$ cat src/rtl/bba_pkg.sv
// ----------------------------------------------------------------------------
// bba_pkg
// shared types and constants of the bitmap block allocator
// ----------------------------------------------------------------------------
package bba_pkg;

  localparam int BITMAP_BYTES_DEF = 128;
  localparam int WORD_BITS        = 64;
  localparam int BIT_IDX_W        = 6;
  localparam int INDEX_W          = 10;
  localparam int NUMBER_W         = 10;
  localparam int STATUS_W         = 2;
  localparam int COUNT_W          = 11;

  typedef enum logic [STATUS_W-1:0] {
    ST_OK           = 2'd0,
    ST_FULL         = 2'd1,
    ST_RANGE        = 2'd2,
    ST_ALREADY_FREE = 2'd3
  } status_t;

  typedef enum logic {
    OP_ALLOC = 1'b0,
    OP_FREE  = 1'b1
  } opcode_t;

  typedef enum logic [2:0] {
    S_CLEAR,
    S_IDLE,
    S_DECIDE,
    S_SCAN,
    S_FREE,
    S_DONE
  } state_t;

  typedef struct packed {
    logic clear;
    logic load;
    logic scan_init;
    logic read;
    logic rd_index;
    logic set_full;
    logic set_range;
    logic set_already;
    logic alloc_commit;
    logic free_commit;
  } cmd_t;

  typedef struct packed {
    logic clear_last;
    logic word_hit;
    logic bit_used;
    logic range_bad;
    logic count_zero;
    logic op_free;
  } stat_t;

endpackage

$ cat src/rtl/bba_if.sv
// ----------------------------------------------------------------------------
// bba request and response channels
// valid/ready channels carrying allocator requests and results
// ----------------------------------------------------------------------------
interface bba_req_if;
  logic                         valid;
  logic                         ready;
  logic                         opcode;
  logic [bba_pkg::INDEX_W-1:0]  block_index;

  modport source (output valid, output opcode, output block_index, input ready);
  modport sink   (input valid, input opcode, input block_index, output ready);
endinterface

interface bba_rsp_if;
  logic                          valid;
  logic                          ready;
  logic [bba_pkg::NUMBER_W-1:0]  block_number;
  logic [bba_pkg::STATUS_W-1:0]  status;
  logic [bba_pkg::COUNT_W-1:0]   free_count;

  modport source (output valid, output block_number, output status, output free_count,
                  input ready);
  modport sink   (input valid, input block_number, input status, input free_count,
                  output ready);
endinterface

$ cat src/rtl/bba_ctrl.sv
// ----------------------------------------------------------------------------
// bba_ctrl
// request sequencer: clearing pass, decode, word scan, free check, result
// ----------------------------------------------------------------------------
module bba_ctrl (
  input  logic            clk,
  input  logic            rst,
  input  logic            in_valid,
  output logic            in_ready,
  output logic            out_valid,
  input  logic            out_ready,
  input  bba_pkg::stat_t  stat,
  output bba_pkg::cmd_t   cmd
);

  bba_pkg::state_t state, state_next;

  always_ff @(posedge clk) begin
    if (rst) begin
      state <= bba_pkg::S_CLEAR;
    end else begin
      state <= state_next;
    end
  end

  always_comb begin
    state_next = state;
    cmd        = '0;
    in_ready   = 1'b0;
    out_valid  = 1'b0;
    unique case (state)
      bba_pkg::S_CLEAR: begin
        cmd.clear = 1'b1;
        if (stat.clear_last) begin
          state_next = bba_pkg::S_IDLE;
        end
      end
      bba_pkg::S_IDLE: begin
        in_ready = 1'b1;
        if (in_valid) begin
          cmd.load   = 1'b1;
          state_next = bba_pkg::S_DECIDE;
        end
      end
      bba_pkg::S_DECIDE: begin
        priority if (!stat.op_free && stat.count_zero) begin
          cmd.set_full = 1'b1;
          state_next   = bba_pkg::S_DONE;
        end else if (!stat.op_free) begin
          cmd.scan_init = 1'b1;
          state_next    = bba_pkg::S_SCAN;
        end else if (stat.range_bad) begin
          cmd.set_range = 1'b1;
          state_next    = bba_pkg::S_DONE;
        end else begin
          cmd.read     = 1'b1;
          cmd.rd_index = 1'b1;
          state_next   = bba_pkg::S_FREE;
        end
      end
      bba_pkg::S_SCAN: begin
        if (stat.word_hit) begin
          cmd.alloc_commit = 1'b1;
          state_next       = bba_pkg::S_DONE;
        end else begin
          cmd.read = 1'b1;
        end
      end
      bba_pkg::S_FREE: begin
        if (stat.bit_used) begin
          cmd.free_commit = 1'b1;
        end else begin
          cmd.set_already = 1'b1;
        end
        state_next = bba_pkg::S_DONE;
      end
      bba_pkg::S_DONE: begin
        out_valid = 1'b1;
        if (out_ready) begin
          state_next = bba_pkg::S_IDLE;
        end
      end
      default: begin
        state_next = bba_pkg::S_IDLE;
      end
    endcase
  end

endmodule

$ cat src/rtl/bba_dpath.sv
// ----------------------------------------------------------------------------
// bba_dpath
// bitmap memory, scan pointer, lowest-free-bit search, free count, results
// ----------------------------------------------------------------------------
module bba_dpath #(
  parameter int BITMAP_BYTES = bba_pkg::BITMAP_BYTES_DEF
) (
  input  logic                          clk,
  input  logic                          rst,
  input  bba_pkg::cmd_t                 cmd,
  output bba_pkg::stat_t                stat,
  input  logic                          opcode,
  input  logic [bba_pkg::INDEX_W-1:0]   block_index,
  output logic [bba_pkg::NUMBER_W-1:0]  block_number,
  output logic [bba_pkg::STATUS_W-1:0]  status,
  output logic [bba_pkg::COUNT_W-1:0]   free_count
);

  localparam int WB         = bba_pkg::WORD_BITS;
  localparam int BI         = bba_pkg::BIT_IDX_W;
  localparam int NUM_BLOCKS = BITMAP_BYTES * 8;
  localparam int NUM_WORDS  = (BITMAP_BYTES + 7) / 8;
  localparam int WA         = (NUM_WORDS > 1) ? $clog2(NUM_WORDS) : 1;
  localparam int NW         = WA + BI;
  localparam int CW         = $clog2(NUM_BLOCKS + 1);
  localparam int LASTBITS   = NUM_BLOCKS - WB * (NUM_WORDS - 1);
  localparam int XW         = NW + bba_pkg::INDEX_W;
  localparam logic [WA-1:0] LAST_WORD = WA'(NUM_WORDS - 1);
  localparam logic [WB-1:0] PAD = ~((WB'(1) << LASTBITS) - WB'(1));
  localparam logic [XW-1:0] NB_X = XW'(NUM_BLOCKS);
  localparam logic [CW-1:0] NB_C = CW'(NUM_BLOCKS);

  logic [WB-1:0] mem [NUM_WORDS];

  logic                         op_q;
  logic [bba_pkg::INDEX_W-1:0]  index_q;
  logic [WA-1:0]                ptr;
  logic [WA-1:0]                rd_addr;
  logic [WA-1:0]                rd_addr_next;
  logic                         rd_valid;
  logic [WB-1:0]                rd_data;
  logic [CW-1:0]                count;
  logic [NW-1:0]                number;
  bba_pkg::status_t             status_q;

  logic [XW-1:0]  idx_ext;
  logic [WA-1:0]  idx_word;
  logic [BI-1:0]  idx_bit;
  logic [WB-1:0]  masked;
  logic [BI-1:0]  free_bit;
  logic           wr_en;
  logic [WA-1:0]  wr_addr;
  logic [WB-1:0]  wr_data;
  logic [XW-1:0]  number_ext;
  logic [CW+bba_pkg::COUNT_W-1:0] count_ext;

  assign idx_ext  = {{NW{1'b0}}, index_q};
  assign idx_word = idx_ext[NW-1:BI];
  assign idx_bit  = index_q[BI-1:0];
  assign masked   = rd_data | ((rd_addr == LAST_WORD) ? PAD : '0);

  always_comb begin
    free_bit = '0;
    for (int i = WB - 1; i >= 0; i--) begin
      if (!masked[i]) begin
        free_bit = BI'(i);
      end
    end
  end

  assign rd_addr_next = cmd.rd_index ? idx_word : ptr;

  always_comb begin
    wr_en   = 1'b0;
    wr_addr = rd_addr;
    wr_data = '0;
    priority if (cmd.clear) begin
      wr_en   = 1'b1;
      wr_addr = ptr;
    end else if (cmd.alloc_commit) begin
      wr_en   = 1'b1;
      wr_data = rd_data | (WB'(1) << free_bit);
    end else if (cmd.free_commit) begin
      wr_en   = 1'b1;
      wr_data = rd_data & ~(WB'(1) << idx_bit);
    end else begin
      wr_en = 1'b0;
    end
  end

  always_ff @(posedge clk) begin
    if (wr_en) begin
      mem[wr_addr] <= wr_data;
    end
    if (cmd.read) begin
      rd_data <= mem[rd_addr_next];
      rd_addr <= rd_addr_next;
    end
  end

  always_ff @(posedge clk) begin
    if (rst) begin
      ptr      <= '0;
      rd_valid <= 1'b0;
      count    <= NB_C;
    end else begin
      rd_valid <= cmd.read;
      if (cmd.scan_init) begin
        ptr <= '0;
      end else if ((cmd.clear || (cmd.read && !cmd.rd_index)) && ptr != LAST_WORD) begin
        ptr <= ptr + WA'(1);
      end
      if (cmd.alloc_commit) begin
        count <= count - CW'(1);
      end else if (cmd.free_commit) begin
        count <= count + CW'(1);
      end
    end
  end

  always_ff @(posedge clk) begin
    if (cmd.load) begin
      op_q    <= opcode;
      index_q <= block_index;
    end
    priority if (cmd.set_full) begin
      status_q <= bba_pkg::ST_FULL;
      number   <= '0;
    end else if (cmd.set_range) begin
      status_q <= bba_pkg::ST_RANGE;
      number   <= '0;
    end else if (cmd.set_already) begin
      status_q <= bba_pkg::ST_ALREADY_FREE;
      number   <= '0;
    end else if (cmd.free_commit) begin
      status_q <= bba_pkg::ST_OK;
      number   <= '0;
    end else if (cmd.alloc_commit) begin
      status_q <= bba_pkg::ST_OK;
      number   <= {rd_addr, free_bit};
    end else begin
      status_q <= status_q;
    end
  end

  assign stat.clear_last = (ptr == LAST_WORD);
  assign stat.word_hit   = rd_valid && (masked != '1);
  assign stat.bit_used   = rd_data[idx_bit];
  assign stat.range_bad  = (idx_ext >= NB_X);
  assign stat.count_zero = (count == '0);
  assign stat.op_free    = (op_q == bba_pkg::OP_FREE);

  assign number_ext   = {{bba_pkg::INDEX_W{1'b0}}, number};
  assign count_ext    = {{bba_pkg::COUNT_W{1'b0}}, count};
  assign block_number = number_ext[bba_pkg::NUMBER_W-1:0];
  assign status       = status_q;
  assign free_count   = count_ext[bba_pkg::COUNT_W-1:0];

endmodule

$ cat src/rtl/block_bitmap_allocator_top.sv
// ----------------------------------------------------------------------------
// block_bitmap_allocator_top
// first-fit bitmap block allocator with free-block count
// ----------------------------------------------------------------------------
// One request is handled at a time. After reset a clearing pass writes the
// bitmap one 64-bit word a cycle (BITMAP_BYTES/8 rounded up words, 16 at the
// default size) before the first request is taken. A free reads the word that
// holds its block and then clears its bit if it is in use, with no read when
// its index is out of range. An allocate with free blocks left scans the bitmap
// memory one word per cycle through its single read port, from word 0 up to
// the first word with a free block; an allocate with no free block does no
// scan. The result is held until its transfer out, and the next request is
// taken the cycle after.
module block_bitmap_allocator_top #(
  parameter int BITMAP_BYTES = bba_pkg::BITMAP_BYTES_DEF
) (
  input  logic      clk,
  input  logic      rst,
  bba_req_if.sink   req,
  bba_rsp_if.source rsp
);

  bba_pkg::cmd_t  cmd;
  bba_pkg::stat_t stat;

  bba_ctrl u_ctrl (
    .clk       (clk),
    .rst       (rst),
    .in_valid  (req.valid),
    .in_ready  (req.ready),
    .out_valid (rsp.valid),
    .out_ready (rsp.ready),
    .stat      (stat),
    .cmd       (cmd)
  );

  bba_dpath #(
    .BITMAP_BYTES (BITMAP_BYTES)
  ) u_dpath (
    .clk          (clk),
    .rst          (rst),
    .cmd          (cmd),
    .stat         (stat),
    .opcode       (req.opcode),
    .block_index  (req.block_index),
    .block_number (rsp.block_number),
    .status       (rsp.status),
    .free_count   (rsp.free_count)
  );

endmodule

$ cat src/flat_wrapper.sv
// flat-port wrapper written by rule: the top's interface ports become plain ports
module block_bitmap_allocator_top_flat 
#(
  parameter int BITMAP_BYTES = bba_pkg::BITMAP_BYTES_DEF
)
  (clk, rst, req_valid, req_opcode, req_block_index, req_ready, rsp_valid, rsp_block_number, rsp_status, rsp_free_count, rsp_ready);
  bba_req_if req_i ();
  bba_rsp_if rsp_i ();
  input  logic clk;
  input  logic rst;
  input wire logic [$bits(req_i.valid)-1:0] req_valid;
  input wire logic [$bits(req_i.opcode)-1:0] req_opcode;
  input wire logic [$bits(req_i.block_index)-1:0] req_block_index;
  output wire logic [$bits(req_i.ready)-1:0] req_ready;
  output wire logic [$bits(rsp_i.valid)-1:0] rsp_valid;
  output wire logic [$bits(rsp_i.block_number)-1:0] rsp_block_number;
  output wire logic [$bits(rsp_i.status)-1:0] rsp_status;
  output wire logic [$bits(rsp_i.free_count)-1:0] rsp_free_count;
  input wire logic [$bits(rsp_i.ready)-1:0] rsp_ready;
  assign req_i.valid = req_valid;
  assign req_i.opcode = req_opcode;
  assign req_i.block_index = req_block_index;
  assign req_ready = req_i.ready;
  assign rsp_valid = rsp_i.valid;
  assign rsp_block_number = rsp_i.block_number;
  assign rsp_status = rsp_i.status;
  assign rsp_free_count = rsp_i.free_count;
  assign rsp_i.ready = rsp_ready;
  block_bitmap_allocator_top #(.BITMAP_BYTES(BITMAP_BYTES)) u_core (.clk(clk), .rst(rst), .req(req_i), .rsp(rsp_i));
endmodule
$ cat config.mk
export PLATFORM = sky130hd
export DESIGN_NAME = block_bitmap_allocator_top_flat
export DESIGN_NICKNAME = d
export VERILOG_FILES = /design/src/rtl/bba_pkg.sv /design/src/rtl/bba_if.sv /design/src/rtl/bba_ctrl.sv /design/src/rtl/bba_dpath.sv /design/src/rtl/block_bitmap_allocator_top.sv /design/src/flat_wrapper.sv
export SDC_FILE = /design/constraint.sdc
export NUM_CORES = 2
export LEC_CHECK = 0
export ABC_AREA = 1
export BUFFER_PORTS_ARGS = -buffer_cell sky130_fd_sc_hd__buf_2
export CORE_MARGIN = 4
export CORE_UTILIZATION = 55
export DETAILED_ROUTE_END_ITERATION = 8
export PLACE_DENSITY = 0.75
export SLEW_MARGIN = 20
export SYNTH_ARGS = -nofsm -noshare
export SYNTH_HDL_FRONTEND = slang
export SYNTH_SLANG_ARGS = --single-unit
$ cat constraint.sdc
create_clock -name clk -period 7.1 [get_ports clk]
set_input_delay 1.42 -clock clk [delete_from_list [all_inputs] [get_ports clk]]
set_output_delay 1.42 -clock clk [all_outputs]
set_load 0.02 [all_outputs]
==> results.toml <==
[flow_run]
maxCapViolations = 0

[critical_path]
end_kind = "flop"
crit_type = "reg2reg"
cp-start-kind = "flop"
slowest_delay_ps = 940
reg2reg_to = "u_core.u_dpath.mem[6][19]$_DFFE_PP_"
slowest_stage = "a21oi_1"
crit_path_frequent_cell = "nand2_1"
required_ps = 7410
r2r-start = "u_core.u_dpath.masked[63]$_DFFE_PP_"
rr_worst_depth = 65
rrSetupSlack_ps = 1090
critPathMaxFanout = 16
worstPathArrival_ps = 6320

[global_route]
grt_usage_pct = 27.6
grt_pass1_vias = 30072
grt_pass1_wl_mm = 187
grt_overflow = 0
antenna_found_initial = 1
grt_max_degree = 261

[placed_design]
dp_hpwl_mm = 64.8
io_buffers = 39
dp_cells = 4715
place_ws_ps = 1420
gp_congestion = 1.02
placed_cell_area_sq_mm = 0.0479

[floorplan]
core_region_area_sq_mm = 0.0837
die-area_sq_mm = 0.0893
die_h_um = 299
initial_core_util_pct = 55.6
num_rows = 106
ios = 40
die_w_um = 299

[worst_hold_path]
min_to = "u_core.u_dpath.block_number[6]$_SDFFE_PP0P_"
hold_depth = 2
worst_hold_startpoint = "u_core.u_dpath.block_number[6]$_SDFFE_PP0P_"
hold_class = "reg2reg"

[timing]
tns_ps = 0
post-route-period-util_pct = 84.7
min_period_ps = 6010
setup_viol = 0
fmax_mhz = 166
tightest_slew_ps = 1290
max_slew_margin_pct = 14.1
hold_viol_final = 0
whs_ps = 457
fin_ws_ps = 1090
clock_skew_ps = 28.2
rsz0062_at_grt = "false"
drv_slew = 0

[clock_tree]
clock_latency_ps = 700
cts_buffers = 109
clockBufferDepth = 3
clkSinkCount = 1134
ctsHoldBuffers = 0
cts_tree = "yes"
path_clk_slew_ps = 70
cts_resized = 0
postCtsSetupBuffers = 0
cts_max_level = 3
cts_root_buf = "clkbuf_16"

[power]
p_leak_nw = 18.6
cellPowerDensity_mw_per_mm2 = 275
peakVddDrop_v = 0.000195
totalPowerFinal_mw = 14.2

[detailed_routing]
drtPass1Iterations = 8
ant_nets = 0
drt_wl_total_mm = 127
drc = 0
vias = 32154
wl_per_cell_um = 25.8
drtIter0Drc = 4762
routed_via_density = 6.54

[layout]
stdcell_area_sq_mm = 0.0516
area_growth_syn_to_layout_pct = 10.9
final_util_pct = 61.6
drive_above_1_share_pct = 9.01
n_fill_cell = 6122
final_nets = 3718
num_antenna_cells = 0
final_cells = 4919

[logic_synthesis]
yosys.area.top_type = "edfxtp_1"
yosys_warnings = 0
synthesis.nets = 3758
synth_edf_count = 1103
ys_types = 42
seq_area_frac_synth_pct = 72.5
netlist_area_sq_mm = 0.0465
avgSynthCellArea_sq_um = 12.5
synthFlopType = "edfxtp_1"
synthArstFlopShare_pct = 0
synth_common_cells = "edfxtp_1 (1103), nor2_1 (629), o21ai_0 (565)"
yosysMostFrequentCell = "edfxtp_1"
synth_top_cell_area_share_pct = 71.2
netlist_instances = 3732
synth_seq_cells = 1134
synth_area_leaders = "edfxtp_1 (71%), o21ai_0 (6.1%), nor2_1 (5.1%), o221ai_1 (3.3%), nand2_1 (2.3%)"

[status]
status = "finished clean"
==> worst max-delay path, delay by kind of cell (launching register included) <==
kind	cells	cell delay (ps)
AND/OR/NAND/NOR	63	4150
flip-flops	1	410
AO/OA/AOI/OAI	1	940
buffers and inverters	1	120
==> layout by cell type, fill, tap and decap left out, types with 13 or more instances in the layout <==
cell,count
o22ai_1,91
clkinv_2,27
bufinv_16,13
clkbuf_1,19
buf_2,39
dfxtp_1,31
a31oi_1,25
nand3_1,139
inv_4,16
nor2_1,627
nand2_1,287
o211ai_1,85
inv_1,87
o311ai_0,13
clkbuf_16,110
a21oi_1,89
o221ai_1,175
clkinv_1,24
o21ai_0,563
nor3_1,24
buf_4,60
edfxtp_1,1103
==> registers in the layout, indices dropped and copies added (netlist names) <==
register / cells
u_core.u_dpath.mem: 1024
u_core.u_dpath.masked: 64
u_core.u_dpath.free_count: 11
u_core.u_dpath.block_number: 10
u_core.u_dpath.index_q: 10
u_core.u_dpath.ptr: 4
u_core.u_dpath.rd_addr: 4
u_core.u_ctrl.state: 3
u_core.u_dpath.status: 2
u_core.u_dpath.op_q: 1
u_core.u_dpath.rd_valid: 1
==> power breakdown <==
| group | internal, mW | switching, mW |
|---|---|---|
| Sequential | 7.41 | 0.0268 |
| Combinational | 0.259 | 0.690 |
| Clock | 3.32 | 2.48 |
| Total | 11.0 | 3.19 |
==> worst max path at each step <==
stage                                                   start                             endpoint  slack, ps  cells after the start
after detailed placement  u_core.u_dpath.masked[62]$_DFFE_PP_  u_core.u_dpath.mem[5][20]$_DFFE_PP_       1420                     67
after floorplan           u_core.u_dpath.masked[62]$_DFFE_PP_  u_core.u_dpath.mem[0][58]$_DFFE_PP_       2520                     65
after CTS                 u_core.u_dpath.masked[62]$_DFFE_PP_  u_core.u_dpath.mem[4][20]$_DFFE_PP_       1350                     67
final                     u_core.u_dpath.masked[63]$_DFFE_PP_  u_core.u_dpath.mem[6][19]$_DFFE_PP_       1090                     65
after global placement    u_core.u_dpath.masked[63]$_DFFE_PP_  u_core.u_dpath.mem[7][21]$_DFFE_PP_       1300                     67
after global routing      u_core.u_dpath.masked[63]$_DFFE_PP_  u_core.u_dpath.mem[5][13]$_DFFE_PP_        450                     67
==> cells by family after synthesis <==
logic type	synth area share, %
flops	72.5
fa+ha+maj	0.312
simple gates	9.77
xor+xnor	0.151
buf+inv	3.02
compound gates	14.2
==> area by class of cell <==
type                    count  area [sq um]  area share (%)
inverters                 111           475           0.922
clock buffers             129          2820            5.48
repair buffers            110           866            1.68
clock inverters            75           766            1.48
multi-input cells        2226         11500            22.3
flip-flops and latches   1134         33700            65.4
well taps                1134          1420            2.75
==> metal layers <==
layer	GRT usage [%]	vias to the layer above	wire length (um)
met4	12.3	2	5450
met3	5.95	404	15800
met5	0	-	12
met1	38.2	15600	47600
met2	42.8	2228	58200
li1	-	13920	-
(Power assumes the default switching activity.)
